<file path="config.mk">
export PLATFORM = sky130hd
export DESIGN_NAME = rpm_shift_light_bar_core
export DESIGN_NICKNAME = d
export VERILOG_FILES = /design/src/design/rslb_pkg.sv /design/src/design/rpm_shift_light_bar_core.sv
export SDC_FILE = /design/constraint.sdc
export NUM_CORES = 1
export LEC_CHECK = 0
export BUFFER_PORTS_ARGS = -buffer_cell sky130_fd_sc_hd__buf_2
export CAP_MARGIN = 20
export CORE_ASPECT_RATIO = 0.7
export CORE_MARGIN = 2
export CORE_UTILIZATION = 25
export CTS_BUF_LIST = sky130_fd_sc_hd__clkbuf_8
export DETAILED_ROUTE_END_ITERATION = 8
export PLACE_DENSITY = 0.47
export SYNTH_ARGS = -nofsm -noshare
export SYNTH_HDL_FRONTEND = slang
export SYNTH_SLANG_ARGS = --single-unit
export TNS_END_PERCENT = 30
</file>
<file path="constraint.sdc">
create_clock -name clock -period 10.92 [get_ports clock]
set_input_delay 2.73 -clock clock [delete_from_list [all_inputs] [get_ports clock]]
set_output_delay 2.73 -clock clock [all_outputs]
set_load 0.02 [all_outputs]
</file>
<file path="src/design/rslb_pkg.sv">
package rslb_pkg;

   // Display geometry and blink timing.
   localparam int NUM_LEDS          = 8;
   localparam int BAR_CELLS         = 20;
   localparam int BLINK_HALF_PERIOD = 3;
   localparam int BAR_HALF          = BAR_CELLS / 2;

   // Field widths.
   localparam int RPM_W   = 16;
   localparam int PCT_W   = 8;
   localparam int THR_W   = 64;
   localparam int CNT_W   = $clog2(NUM_LEDS + 1);
   localparam int PHASE_W = $clog2(2 * BLINK_HALF_PERIOD);

   // Load in unsigned Q9.8, saturating at the all-ones code.
   localparam int LOAD_W = 17;
   localparam logic [LOAD_W-1:0] LOAD_MAX = '1;

   // Load dividend is rpm * 25600, built as rpm * (2^14 + 2^13 + 2^10).
   localparam int PROD_W = RPM_W + 15;

   // Bar percent is clamped at 100, so seven quotient bits suffice.
   localparam int PCT_FULL   = 100;
   localparam int PCTQ_W     = 7;
   localparam int DIV1_STEPS = LOAD_W;
   localparam int DIV2_STEPS = PCTQ_W;
   localparam int STEP_W     = $clog2(DIV1_STEPS + 1);

   // Rounding of the cell count: (pct * 2 * cells + 100) / 200.
   localparam int ROUND_DEN  = 200;
   localparam int ROUND_BIAS = 100;
   localparam int BSUM_W     = $clog2(PCT_FULL * 2 * BAR_CELLS + ROUND_BIAS + 1);

   // Register reset values.
   localparam logic [PCT_W-1:0] RED_ZONE_RESET   = 8'd95;
   localparam logic [PCT_W-1:0] SHIFT_ZONE_RESET = 8'd80;

   // Register indexes of the configuration port.
   typedef enum logic [1:0] {
      CSR_RED_ZONE   = 2'd0,
      CSR_SHIFT_ZONE = 2'd1,
      CSR_LED_THR    = 2'd2
   } csr_index_type;

   // Sequencer states.
   typedef enum logic [6:0] {
      S_IDLE   = 7'b0000001,
      S_PREP1  = 7'b0000010,
      S_CHECK  = 7'b0000100,
      S_DIV    = 7'b0001000,
      S_PREP2  = 7'b0010000,
      S_SCALE  = 7'b0100000,
      S_FINISH = 7'b1000000
   } state_type;

   // Mask with the lowest n LEDs set.
   function automatic logic [NUM_LEDS-1:0] led_ones(input logic [CNT_W-1:0] n);
      logic [NUM_LEDS-1:0] m;
      m = '0;
      for (int i = 0; i < NUM_LEDS; i++) begin
         m[i] = (CNT_W'(i) < n);
      end
      return m;
   endfunction

endpackage

</file>
<file path="src/design/rpm_shift_light_bar_core.sv">
// Shift-light and rpm bar controller, one result word per display frame.
//
// Request channel (req_): engine, idle and top rpm plus the bar style, taken
// with valid and ready. Response channel (rsp_): bar mask, LED mask, the
// all-last-colour flag, the red-zone flag and the ladder LED count.
// Configuration channel (csr_): index 0 red zone percent, 1 shift zone
// percent, 2 the eight LED thresholds; always ready, other indexes ignored.
//
// The processing time of a word is set by one shared restoring divider
// that produces one quotient bit a cycle: 17 steps for the Q9.8 load and
// 7 steps for the bar percent, plus setup, overflow check, scaling and
// finishing states. A new word is accepted only once the sequencer is back
// in idle after the previous result is written to the output register, so
// a word is not taken until the previous one is through the divider.
//
// The finished result sits in an output register; the next word is taken
// and computed while it waits. If the receiver still stalls when the next
// result is ready, the sequencer holds it until the register frees up.
// Synchronous reset restores the register defaults, clears the red-zone
// flag and the blink phase, and empties the pipeline.
module rpm_shift_light_bar_core
   import rslb_pkg::*;
(
   input  logic                 clock,
   input  logic                 reset,
   input  logic                 req_valid,
   output logic                 req_ready,
   input  logic [RPM_W-1:0]     req_engine_rpm,
   input  logic [RPM_W-1:0]     req_idle_rpm,
   input  logic [RPM_W-1:0]     req_top_rpm,
   input  logic                 req_converging_style,
   output logic                 rsp_valid,
   input  logic                 rsp_ready,
   output logic [BAR_CELLS-1:0] rsp_bar_mask,
   output logic [NUM_LEDS-1:0]  rsp_led_mask,
   output logic                 rsp_leds_all_last_colour,
   output logic                 rsp_in_red_zone,
   output logic [CNT_W-1:0]     rsp_led_count,
   input  logic                 csr_valid,
   output logic                 csr_ready,
   input  logic [1:0]           csr_index,
   input  logic [THR_W-1:0]     csr_data
);

   // Control and configuration state.
   state_type           state_ff, state_in;
   logic                second_ff, second_in;
   logic [STEP_W-1:0]   step_ff, step_in;
   logic                rsp_valid_ff, rsp_valid_in;
   logic                red_flag_ff, red_flag_in;
   logic [PHASE_W-1:0]  phase_ff, phase_in;
   logic [PCT_W-1:0]    red_zone_ff, red_zone_in;
   logic [PCT_W-1:0]    shift_zone_ff, shift_zone_in;
   logic [THR_W-1:0]    led_thr_ff, led_thr_in;

   // Datapath registers.
   logic [RPM_W-1:0]    num_ff, num_in;
   logic [RPM_W-1:0]    den_ff, den_in;
   logic                ovf_ff, ovf_in;
   logic [RPM_W-1:0]    rem_ff, rem_in;
   logic [LOAD_W-1:0]   dvd_ff, dvd_in;
   logic [LOAD_W-1:0]   load_ff, load_in;
   logic [PCTQ_W-1:0]   pct_ff, pct_in;
   logic                conv_ff, conv_in;

   // Output register.
   logic [BAR_CELLS-1:0] bar_ff, bar_in;
   logic [NUM_LEDS-1:0]  leds_ff, leds_in;
   logic                 all_last_ff, all_last_in;
   logic                 red_out_ff, red_out_in;
   logic [CNT_W-1:0]     count_ff, count_in;

   // Combinational helpers.
   logic [PROD_W-1:0]    prod;
   logic [RPM_W+1:0]     diff;
   logic                 qbit;
   logic [LOAD_W-1:0]    load_sel;
   logic [LOAD_W+7:0]    scaled;
   logic [LOAD_W-1:0]    n2;
   logic                 show;
   logic                 hit;
   logic                 run;
   logic [CNT_W-1:0]     ladder_count;
   logic [NUM_LEDS-1:0]  ladder_mask;
   logic [BSUM_W-1:0]    lin_sum;
   logic [BSUM_W-1:0]    conv_sum;
   logic [BAR_CELLS-1:0] bar_lin;
   logic [BAR_CELLS-1:0] bar_conv;
   logic                 out_free;

   assign req_ready = (state_ff == S_IDLE);
   assign csr_ready = 1'b1;
   assign out_free  = !rsp_valid_ff || rsp_ready;

   // Dividend of the load division and one restoring step of the divider.
   assign prod = (PROD_W'(num_ff) << 14) + (PROD_W'(num_ff) << 13)
               + (PROD_W'(num_ff) << 10);
   assign diff = {1'b0, rem_ff, dvd_ff[LOAD_W-1]} - {2'b00, den_ff};
   assign qbit = !diff[RPM_W+1];

   // Load with saturation, and the bar percent dividend scaled down by 256.
   // Adding the shift zone and dividing by twice it rounds half up.
   assign load_sel = ovf_ff ? LOAD_MAX : dvd_ff;
   assign scaled   = ((LOAD_W+8)'(load_sel) << 7) + ((LOAD_W+8)'(load_sel) << 6)
                   + ((LOAD_W+8)'(load_sel) << 3);
   assign n2       = LOAD_W'(scaled[LOAD_W+7:8]) + LOAD_W'(shift_zone_ff);

   // Red-zone hysteresis and blink phase.
   assign show = (phase_ff < PHASE_W'(BLINK_HALF_PERIOD));
   assign hit  = (load_ff >= LOAD_W'({red_zone_ff, 8'h00}))
              || (red_flag_ff && (load_ff >= LOAD_W'({shift_zone_ff, 8'h00})));

   // Threshold ladder: stops at the first LED whose threshold is above load.
   always_comb begin
      run          = 1'b1;
      ladder_count = '0;
      for (int i = 0; i < NUM_LEDS; i++) begin
         if (run && (load_ff >= LOAD_W'({led_thr_ff[8*i +: 8], 8'h00}))) begin
            ladder_count = CNT_W'(i + 1);
         end else begin
            run = 1'b0;
         end
      end
      ladder_mask = led_ones(ladder_count);
   end

   // Bar cells: cell k lit when the rounded cell count exceeds k.
   assign lin_sum  = BSUM_W'(pct_ff) * BSUM_W'(2 * BAR_CELLS) + BSUM_W'(ROUND_BIAS);
   assign conv_sum = BSUM_W'(pct_ff) * BSUM_W'(2 * BAR_HALF) + BSUM_W'(ROUND_BIAS);

   always_comb begin
      bar_lin  = '0;
      bar_conv = '0;
      for (int i = 0; i < BAR_CELLS; i++) begin
         bar_lin[i] = (lin_sum >= BSUM_W'((i + 1) * ROUND_DEN));
      end
      for (int i = 0; i < BAR_HALF; i++) begin
         if (conv_sum >= BSUM_W'((i + 1) * ROUND_DEN)) begin
            bar_conv[i]               = 1'b1;
            bar_conv[BAR_CELLS-1-i]   = 1'b1;
         end
      end
   end

   // Sequencer and datapath next state.
   always_comb begin
      state_in      = state_ff;
      second_in     = second_ff;
      step_in       = step_ff;
      rsp_valid_in  = rsp_valid_ff;
      red_flag_in   = red_flag_ff;
      phase_in      = phase_ff;
      red_zone_in   = red_zone_ff;
      shift_zone_in = shift_zone_ff;
      led_thr_in    = led_thr_ff;
      num_in        = num_ff;
      den_in        = den_ff;
      ovf_in        = ovf_ff;
      rem_in        = rem_ff;
      dvd_in        = dvd_ff;
      load_in       = load_ff;
      pct_in        = pct_ff;
      conv_in       = conv_ff;
      bar_in        = bar_ff;
      leds_in       = leds_ff;
      all_last_in   = all_last_ff;
      red_out_in    = red_out_ff;
      count_in      = count_ff;

      // The response register empties when the receiver takes the word.
      if (rsp_ready) begin
         rsp_valid_in = 1'b0;
      end

      // Configuration writes.
      if (csr_valid) begin
         unique case (csr_index_type'(csr_index))
            CSR_RED_ZONE:   red_zone_in   = csr_data[PCT_W-1:0];
            CSR_SHIFT_ZONE: shift_zone_in = csr_data[PCT_W-1:0];
            CSR_LED_THR:    led_thr_in    = csr_data;
            default: ;
         endcase
      end

      unique case (state_ff)
         S_IDLE: begin
            if (req_valid) begin
               num_in   = (req_engine_rpm > req_idle_rpm) ?
                          req_engine_rpm - req_idle_rpm : '0;
               den_in   = req_top_rpm - req_idle_rpm;
               ovf_in   = (req_top_rpm <= req_idle_rpm);
               conv_in  = req_converging_style;
               state_in = S_PREP1;
            end
         end
         S_PREP1: begin
            rem_in    = RPM_W'(prod[PROD_W-1:LOAD_W]);
            dvd_in    = prod[LOAD_W-1:0];
            step_in   = STEP_W'(DIV1_STEPS);
            second_in = 1'b0;
            state_in  = S_CHECK;
         end
         S_CHECK: begin
            // A quotient too wide for the result saturates.
            ovf_in   = ovf_ff || (rem_ff >= den_ff);
            state_in = S_DIV;
         end
         S_DIV: begin
            rem_in  = qbit ? diff[RPM_W-1:0] : {rem_ff[RPM_W-2:0], dvd_ff[LOAD_W-1]};
            dvd_in  = {dvd_ff[LOAD_W-2:0], qbit};
            step_in = step_ff - 1'b1;
            if (step_ff == STEP_W'(1)) begin
               state_in = second_ff ? S_SCALE : S_PREP2;
            end
         end
         S_PREP2: begin
            load_in   = load_sel;
            rem_in    = RPM_W'(n2[LOAD_W-1:PCTQ_W]);
            dvd_in    = {n2[PCTQ_W-1:0], (LOAD_W-PCTQ_W)'(0)};
            den_in    = RPM_W'({shift_zone_ff, 1'b0});
            ovf_in    = 1'b0;
            step_in   = STEP_W'(DIV2_STEPS);
            second_in = 1'b1;
            state_in  = S_CHECK;
         end
         S_SCALE: begin
            // Percent of the shift zone, clamped at a full bar.
            if (ovf_ff || (dvd_ff[PCTQ_W-1:0] > PCTQ_W'(PCT_FULL))) begin
               pct_in = PCTQ_W'(PCT_FULL);
            end else begin
               pct_in = dvd_ff[PCTQ_W-1:0];
            end
            state_in = S_FINISH;
         end
         S_FINISH: begin
            if (out_free) begin
               rsp_valid_in = 1'b1;
               red_flag_in  = hit;
               red_out_in   = hit;
               phase_in     = (phase_ff == PHASE_W'(2 * BLINK_HALF_PERIOD - 1)) ?
                              '0 : phase_ff + 1'b1;
               if (hit) begin
                  bar_in      = show ? '1 : '0;
                  leds_in     = show ? '1 : '0;
                  all_last_in = show;
                  count_in    = '0;
               end else begin
                  bar_in      = conv_ff ? bar_conv : bar_lin;
                  leds_in     = ladder_mask;
                  all_last_in = 1'b0;
                  count_in    = ladder_count;
               end
               state_in = S_IDLE;
            end
         end
         default: state_in = S_IDLE;
      endcase
   end

   // Control and configuration registers.
   always_ff @(posedge clock) begin
      if (reset) begin
         state_ff      <= S_IDLE;
         second_ff     <= 1'b0;
         step_ff       <= '0;
         rsp_valid_ff  <= 1'b0;
         red_flag_ff   <= 1'b0;
         phase_ff      <= '0;
         red_zone_ff   <= RED_ZONE_RESET;
         shift_zone_ff <= SHIFT_ZONE_RESET;
         led_thr_ff    <= '0;
      end else begin
         state_ff      <= state_in;
         second_ff     <= second_in;
         step_ff       <= step_in;
         rsp_valid_ff  <= rsp_valid_in;
         red_flag_ff   <= red_flag_in;
         phase_ff      <= phase_in;
         red_zone_ff   <= red_zone_in;
         shift_zone_ff <= shift_zone_in;
         led_thr_ff    <= led_thr_in;
      end
   end

   // Payload registers.
   always_ff @(posedge clock) begin
      num_ff      <= num_in;
      den_ff      <= den_in;
      ovf_ff      <= ovf_in;
      rem_ff      <= rem_in;
      dvd_ff      <= dvd_in;
      load_ff     <= load_in;
      pct_ff      <= pct_in;
      conv_ff     <= conv_in;
      bar_ff      <= bar_in;
      leds_ff     <= leds_in;
      all_last_ff <= all_last_in;
      red_out_ff  <= red_out_in;
      count_ff    <= count_in;
   end

   assign rsp_valid                = rsp_valid_ff;
   assign rsp_bar_mask             = bar_ff;
   assign rsp_led_mask             = leds_ff;
   assign rsp_leds_all_last_colour = all_last_ff;
   assign rsp_in_red_zone          = red_out_ff;
   assign rsp_led_count            = count_ff;

   // An accepted word always starts the load division setup.
   a_accept_starts: assert property (@(posedge clock) disable iff (reset)
      req_valid && req_ready |=> state_ff == S_PREP1)
      else $error("accepted word did not start the divider setup");

   // The blink phase never leaves its period.
   a_phase_range: assert property (@(posedge clock) disable iff (reset)
      phase_ff <= PHASE_W'(2 * BLINK_HALF_PERIOD - 1))
      else $error("blink phase out of range");

   // The all-last-colour flag only appears inside the red zone.
   a_all_last_red: assert property (@(posedge clock) disable iff (reset)
      rsp_valid && rsp_leds_all_last_colour |-> rsp_in_red_zone)
      else $error("all-last-colour outside the red zone");

   // Outside the red zone the LED mask follows the ladder count.
   a_ladder_mask: assert property (@(posedge clock) disable iff (reset)
      rsp_valid && !rsp_in_red_zone |-> rsp_led_mask == led_ones(rsp_led_count))
      else $error("LED mask does not match the ladder count");

   // Inside the red zone the ladder count is zero.
   a_red_count: assert property (@(posedge clock) disable iff (reset)
      rsp_valid && rsp_in_red_zone |-> rsp_led_count == '0)
      else $error("nonzero LED count in the red zone");

endmodule
</file>
* Word-level counts from Yosys, hierarchy flattened
Index checks and enable logic that the tools add are counted.
** Word-level totals
- Bits in registers :: 223
** Operators by class
- Reductions and logical operators :: 28
- Equality and inequality tests :: 14
- Multiply operators :: 2
- Mux-type cells :: 49
- Add/subtract/negate cells :: 12
- Order comparisons :: 53
** Operator list (count)
- >= comparator 17 x 16 -> 1 bit :: 10
- >= comparator 13 x 11 -> 1 bit, second input constant :: 10
- >= comparator 13 x 12 -> 1 bit, second input constant :: 10
- >= comparator 13 x 10 -> 1 bit, second input constant :: 6
- 2-to-1 mux 20 bit :: 3
- case mux 17 bit (3 select lines) :: 1
- case mux 16 bit (3 select lines) :: 1
- case mux 7 bit (6 select lines) :: 1
- 2-to-1 mux 16 bit :: 2
- case mux 16 bit (2 select lines) :: 1
- subtractor 16 bit :: 2
- adder 30 x 29 -> 31 bit :: 1
- adder 31 x 26 -> 31 bit :: 1
- >= comparator 13 x 8 -> 1 bit, second input constant :: 2
- >= comparator 13 x 9 -> 1 bit, second input constant :: 2
- adder 24 x 23 -> 25 bit :: 1
- adder 25 x 20 -> 25 bit :: 1
- 2-to-1 mux 1 bit :: 21
- 2-to-1 mux 7 bit :: 3
- multiplier 7 x 3 -> 10 bit, second input constant :: 2
- subtractor 17 x 16 -> 18 bit :: 1
- adder 17 x 8 -> 17 bit :: 1
- 2-to-1 mux 17 bit :: 1
- >= comparator 16 bit :: 1
- other kinds (40) :: 73

* Logic depth before layout (Yosys ltp)
- Depth in word-level cells :: 18
- Mapped depth :: 20

* Least setup slack after synthesis
OpenSTA, ideal clock, no wires.
- Path kind :: input -> register
- Start point :: input req_idle_rpm[2]
- End point :: register num_ff[10] (data pin)
- Data required time :: 10654 ps
- Path buffers :: 1
- Stages :: 13
- Path slack :: 5611 ps
- Arrival time :: 5043 ps
- Cells stage by stage :: inv_1 ha_1 nor2b_1 o21ai_0 a21boi_0 o21ai_0 a211oi_1 o31ai_1 o21ai_0 a21oi_1 a21o_1 clkbuf_1 nor2_1
** Between the ends
- Cells in the longest elaborated chain, start to end :: 1
- Elaborated cells between the ends (all ways) :: 2
- Classes of those cells :: add/sub: 1; order compare: 1
** Ends and longest elaborated chain
- from (decl) :: RTL line rpm_shift_light_bar_core.sv:29 : input logic [RPM_W-1:0] req_idle_rpm,
- subtractor 16 bit or > comparator 16 bit (tied branches) :: RTL line rpm_shift_light_bar_core.sv:189, rpm_shift_light_bar_core.sv:188
- to (signal assigned) :: RTL line rpm_shift_light_bar_core.sv:287 : num_ff <= num_in;
- to (decl) :: RTL line rpm_shift_light_bar_core.sv:57 : logic [RPM_W-1:0] num_ff, num_in;
Several ways; a longest one is shown, not always the timed one.
A chain may end at the register's enable or synchronous reset.

* Worst setup path after layout
- Start point :: input req_engine_rpm[0]
- End point :: register num_ff[15] (data pin)
** Between the ends
- Cells in the longest elaborated chain, start to end :: 1
- Elaborated cells between the ends (all ways) :: 2
- Classes of those cells :: add/sub: 1; order compare: 1
** Ends and longest elaborated chain
- from (decl) :: RTL line rpm_shift_light_bar_core.sv:28 : input logic [RPM_W-1:0] req_engine_rpm,
- subtractor 16 bit or > comparator 16 bit (tied branches) :: RTL line rpm_shift_light_bar_core.sv:189, rpm_shift_light_bar_core.sv:188
Several ways; a longest one is shown, not always the timed one.

==> flow_summary.json <==
{
  "status": "complete, no violations",
  "r2r_end": "rem_ff[9]",
  "cts.path.max_buffers": 3,
  "grt-ovfl-total": 0,
  "irDropWorstVdd_mv": 0.0685,
  "cp_cell_sequence": "buf_2, inv_1, ha_1, fa_1, nor2b_1, o21ai_0, a21boi_0, o21ai_0, a211oi_1, o31ai_1, o21ai_0, a21oi_1, a21o_1, nor4_1",
  "synth_edf_count": 125,
  "synth-main-ff-cell": "edfxtp_1",
  "hpwl_um": 36500,
  "critical_path_class": "primary input to flop",
  "hp-class": "flop to flop",
  "worst-path-buf-inv": 2,
  "drt-initial-drc-count": 956,
  "path_depth": 14,
  "htreeDepth": 2,
  "start_util_pct": 25.4,
  "ys_seq_area_share_pct": 33.7,
  "worstPathArrival_ns": 5.86,
  "num_vias": 14400,
  "whs_ns": 0.449,
  "cts_setup_buffers": 0,
  "grt_max_degree": 95,
  "setup_viol": 0,
  "r2r_slack_ns": 5.49,
  "grt_pass1_vias": 14000,
  "switching_share_pct": 34.9,
  "syn_area_mm2": 0.0169,
  "clkSinkCount": 223,
  "antenna_found_initial": 0,
  "end_kind": "flop",
  "dr.pass1.iters": 7,
  "crit_top_cell": "o21ai_0",
  "post_drt_wl_per_cell_um": 16.0,
  "seqCellArea_mm2": 0.00572,
  "fillCellCount": 7100,
  "maxCapViolCount": 0,
  "num_rows": 79,
  "dieArea_mm2": 0.0699,
  "period_needed_ns": 5.49,
  "ctsHoldBuffers": 0,
  "routed_via_density": 4.80,
  "max_stage_delay_ns": 0.39,
  "syn_nets": 2288,
  "crit_slowest_cell": "fa_1",
  "synth.distinct_cells": 81,
  "root_buffer": "clkbuf_8",
  "reg2reg_from": "ovf_ff",
  "internal-power_mw": 1.73,
  "tightest_slew_ns": 1.09,
  "clkLatencyLatePin_ns": 0.58,
  "cts_tree": "yes",
  "rsz0062_at_grt": "false",
  "gp_congestion": 0.871,
  "crit_path_max_fanout": 16,
  "cp.required_ns": 11.29,
  "switchingPower_mw": 0.929,
  "ioPinCount": 157,
  "ys_seq_elements": 223,
  "avgSynthCellArea_um2": 8.81,
  "syn_inst": 1923,
  "hold_depth": 1,
  "area_growth_pct": 15.0,
  "setup_tns_ns": 0,
  "wirelength_um": 47800,
  "final_max_slew_viol_count": 0,
  "n_antenna_cell": 0,
  "die_h_um": 222,
  "p_leak_nw": 7.99,
  "slew_headroom_pct": 27.6,
  "layout-drive-gt1-share_pct": 13.4,
  "reg2regPathDepth": 16,
  "cts_made_buffers": 39,
  "nNetsFinal": 2437,
  "hold_viol_final": 0,
  "cts_resized": 0,
  "coreArea_mm2": 0.0667,
  "ant_nets": 0,
  "ys_warn_count": 0,
  "fmax_ghz": 0.182,
  "multi_input_area_mm2": 0.0103,
  "clkTransAtPathRegs_ns": 0.07,
  "comb_power_share_pct": 33.4,
  "drc_errors": 0,
  "clock_power_share_pct": 29.9,
  "grt_use_total_pct": 13.5,
  "seq_power_share_pct": 36.7,
  "cpLargestDelayFamily": "compound AO/OA/AOI/OAI gates",
  "port_buffers": 155,
  "hp-start": "second_ff",
  "min_to": "state_ff[4]",
  "fin_skew_ns": 0.0284,
  "die_w_um": 315,
  "fin_crit_sh_pct": 50.2,
  "async_reset_ff_share_pct": 0,
  "startpoint_type": "primary input",
  "power_density_mw_per_mm2": 137,
  "grt_pass1_wl_um": 76300
}
-- through the flow --
stage / cell area [um2] / setup WS (ns) / cells / total power [mW] / utilization, %
CTS: 19500 / 5.49 / 2991 / 2.69 / 29.2
detailed placement: 18700 / 4.91 / 2921 / 1.87 / 28.0
global placement: 18700 / 5.05 / 2921 / 1.86 / 28.0
finish: 19500 / 5.43 / 2992 / 2.66 / 29.2
floorplan: 16900 / 5.61 / 1923 / 1.64 / -
global route: 19500 / 5.18 / 2992 / 2.84 / 29.2
-- power by group through the flow --
stage          Sequential [mW]  Clock [mW]  Combinational (mW)
2_1_floorplan            0.977           0               0.663
3_5_place_dp             0.994           0               0.878
4_1_cts                  0.976       0.828               0.888
6_report                 0.976       0.795               0.890
5_1_grt                  0.981       0.868               0.991
3_3_place_gp             0.994           0               0.867
-- worst register-to-register path, stage by stage (launching register included) --
cell	delay (ns)
edfxtp_1	0.81
or2_2	0.56
ha_1	0.35
fa_1	0.47
xor2_1	0.30
inv_1	0.10
fa_1	0.44
inv_1	0.07
a21oi_1	0.06
o21bai_1	0.22
a31oi_1	0.18
o21ai_0	0.39
and2_1	0.23
nand4_2	0.17
o31a_2	0.40
a211oi_1	0.33
o211ai_2	0.10
-- synth_stat cells, types with 3 or more instances --
library cell / instances / area [um2]
a21boi_0: 8 / 60.1
and3_1: 14 / 87.6
a31o_2: 5 / 43.8
o21ai_0: 107 / 536
inv_1: 181 / 679
ha_1: 221 / 2770
nor2_1: 130 / 488
a22oi_1: 6 / 45.0
o22ai_1: 6 / 37.5
a211oi_1: 21 / 158
nor4_1: 14 / 87.6
a21oi_1: 200 / 1000
a21o_1: 45 / 338
xnor2_1: 64 / 561
edfxtp_1: 125 / 3750
xor2_1: 37 / 324
o221ai_1: 5 / 43.8
nand4_1: 16 / 100
a211o_1: 13 / 114
mux2i_1: 13 / 130
nand3b_1: 8 / 60.1
nand2_1: 202 / 758
dfxtp_1: 98 / 1960
a31oi_1: 24 / 150
nor3_1: 31 / 155
or2_2: 27 / 169
o211ai_1: 8 / 60.1
a311oi_1: 4 / 35.0
mux2_2: 3 / 33.8
o2111ai_1: 3 / 26.3
nor3b_1: 7 / 52.6
fa_1: 24 / 480
and3b_1: 3 / 26.3
o21bai_1: 14 / 105
nor2b_1: 28 / 175
nand2b_1: 26 / 163
o31ai_1: 8 / 60.1
a2111oi_0: 3 / 26.3
o21a_1: 19 / 143
nand3_1: 30 / 150
clkbuf_1: 46 / 173
and2_1: 19 / 119
buf_1: 6 / 22.5
or3_1: 7 / 43.8
-- layout by cell type (no fill, tap or decap), types with 16 or more instances in the layout --
| master | netlist | layout |
|---|---|---|
| ha_1 | 221 | 221 |
| nand2_1 | 202 | 202 |
| a21oi_1 | 200 | 200 |
| inv_1 | 181 | 190 |
| buf_2 | 2 | 154 |
| nor2_1 | 130 | 130 |
| edfxtp_1 | 125 | 125 |
| o21ai_0 | 107 | 107 |
| dfxtp_1 | 98 | 98 |
| xnor2_1 | 64 | 64 |
| a21o_1 | 45 | 45 |
| clkbuf_8 | 0 | 43 |
| xor2_1 | 37 | 37 |
| nor3_1 | 31 | 31 |
| nand3_1 | 30 | 30 |
| nor2b_1 | 28 | 27 |
| or2_2 | 27 | 27 |
| nand2b_1 | 26 | 26 |
| a31oi_1 | 24 | 24 |
| fa_1 | 24 | 24 |
| a211oi_1 | 21 | 21 |
| o21a_1 | 19 | 19 |
| and2_1 | 19 | 19 |
| nand4_1 | 16 | 16 |
-- sequential cells by signal, summed over array words and instances (netlist names), 8 cells and up --
name / flops
red_zone_ff: 8
rem_ff: 16
num_ff: 16
dvd_ff: 17
load_ff: 17
rsp_led_mask: 8
led_thr_ff: 64
rsp_bar_mask: 20
den_ff: 16
shift_zone_ff: 8
-- cell type report --
class	instances	area share (%)
clock inverter	27	0.938
inverter	182	3.51
multi-input combinational	1460	53.0
clock buffer	43	3.04
tap	891	5.72
timing repair buffer	166	4.48
sequential	223	29.3
-- cells by family after synthesis --
| kind of cell | count (synthesis) | share of synthesized area (%) |
|---|---|---|
| and+or+nand+nor | 577 | 16.5 |
| AOI/OAI and AO/OA | 519 | 18.7 |
| adders and majority gates | 245 | 19.2 |
| buffers and inverters | 240 | 5.47 |
| DFF | 223 | 33.7 |
| xor gates and xnor gates | 102 | 5.39 |
| muxes | 16 | 0.968 |
| other | 1 | 0.0221 |
-- routing by layer --
metal / global-route usage (%) / vias up / routed length [um]
met5: 0 / - / 0
met1: 20.4 / 6859 / 24700
li1: - / 7118 / -
met3: 2.50 / 54 / 2790
met4: 2.43 / 0 / 625
met2: 20.0 / 336 / 19600
-- worst max path at each step --
stage,from,to,slack (ns)
global placement,req_engine_rpm[0],num_ff[15],5.05
detailed placement,req_engine_rpm[0],num_ff[15],4.91
floorplan,req_idle_rpm[2],num_ff[10],5.61
global route,req_engine_rpm[0],num_ff[15],5.18
finish,req_engine_rpm[0],num_ff[15],5.43
CTS,ovf_ff,rem_ff[9],5.49
Note: power is estimated with default switching activity, not from simulation.
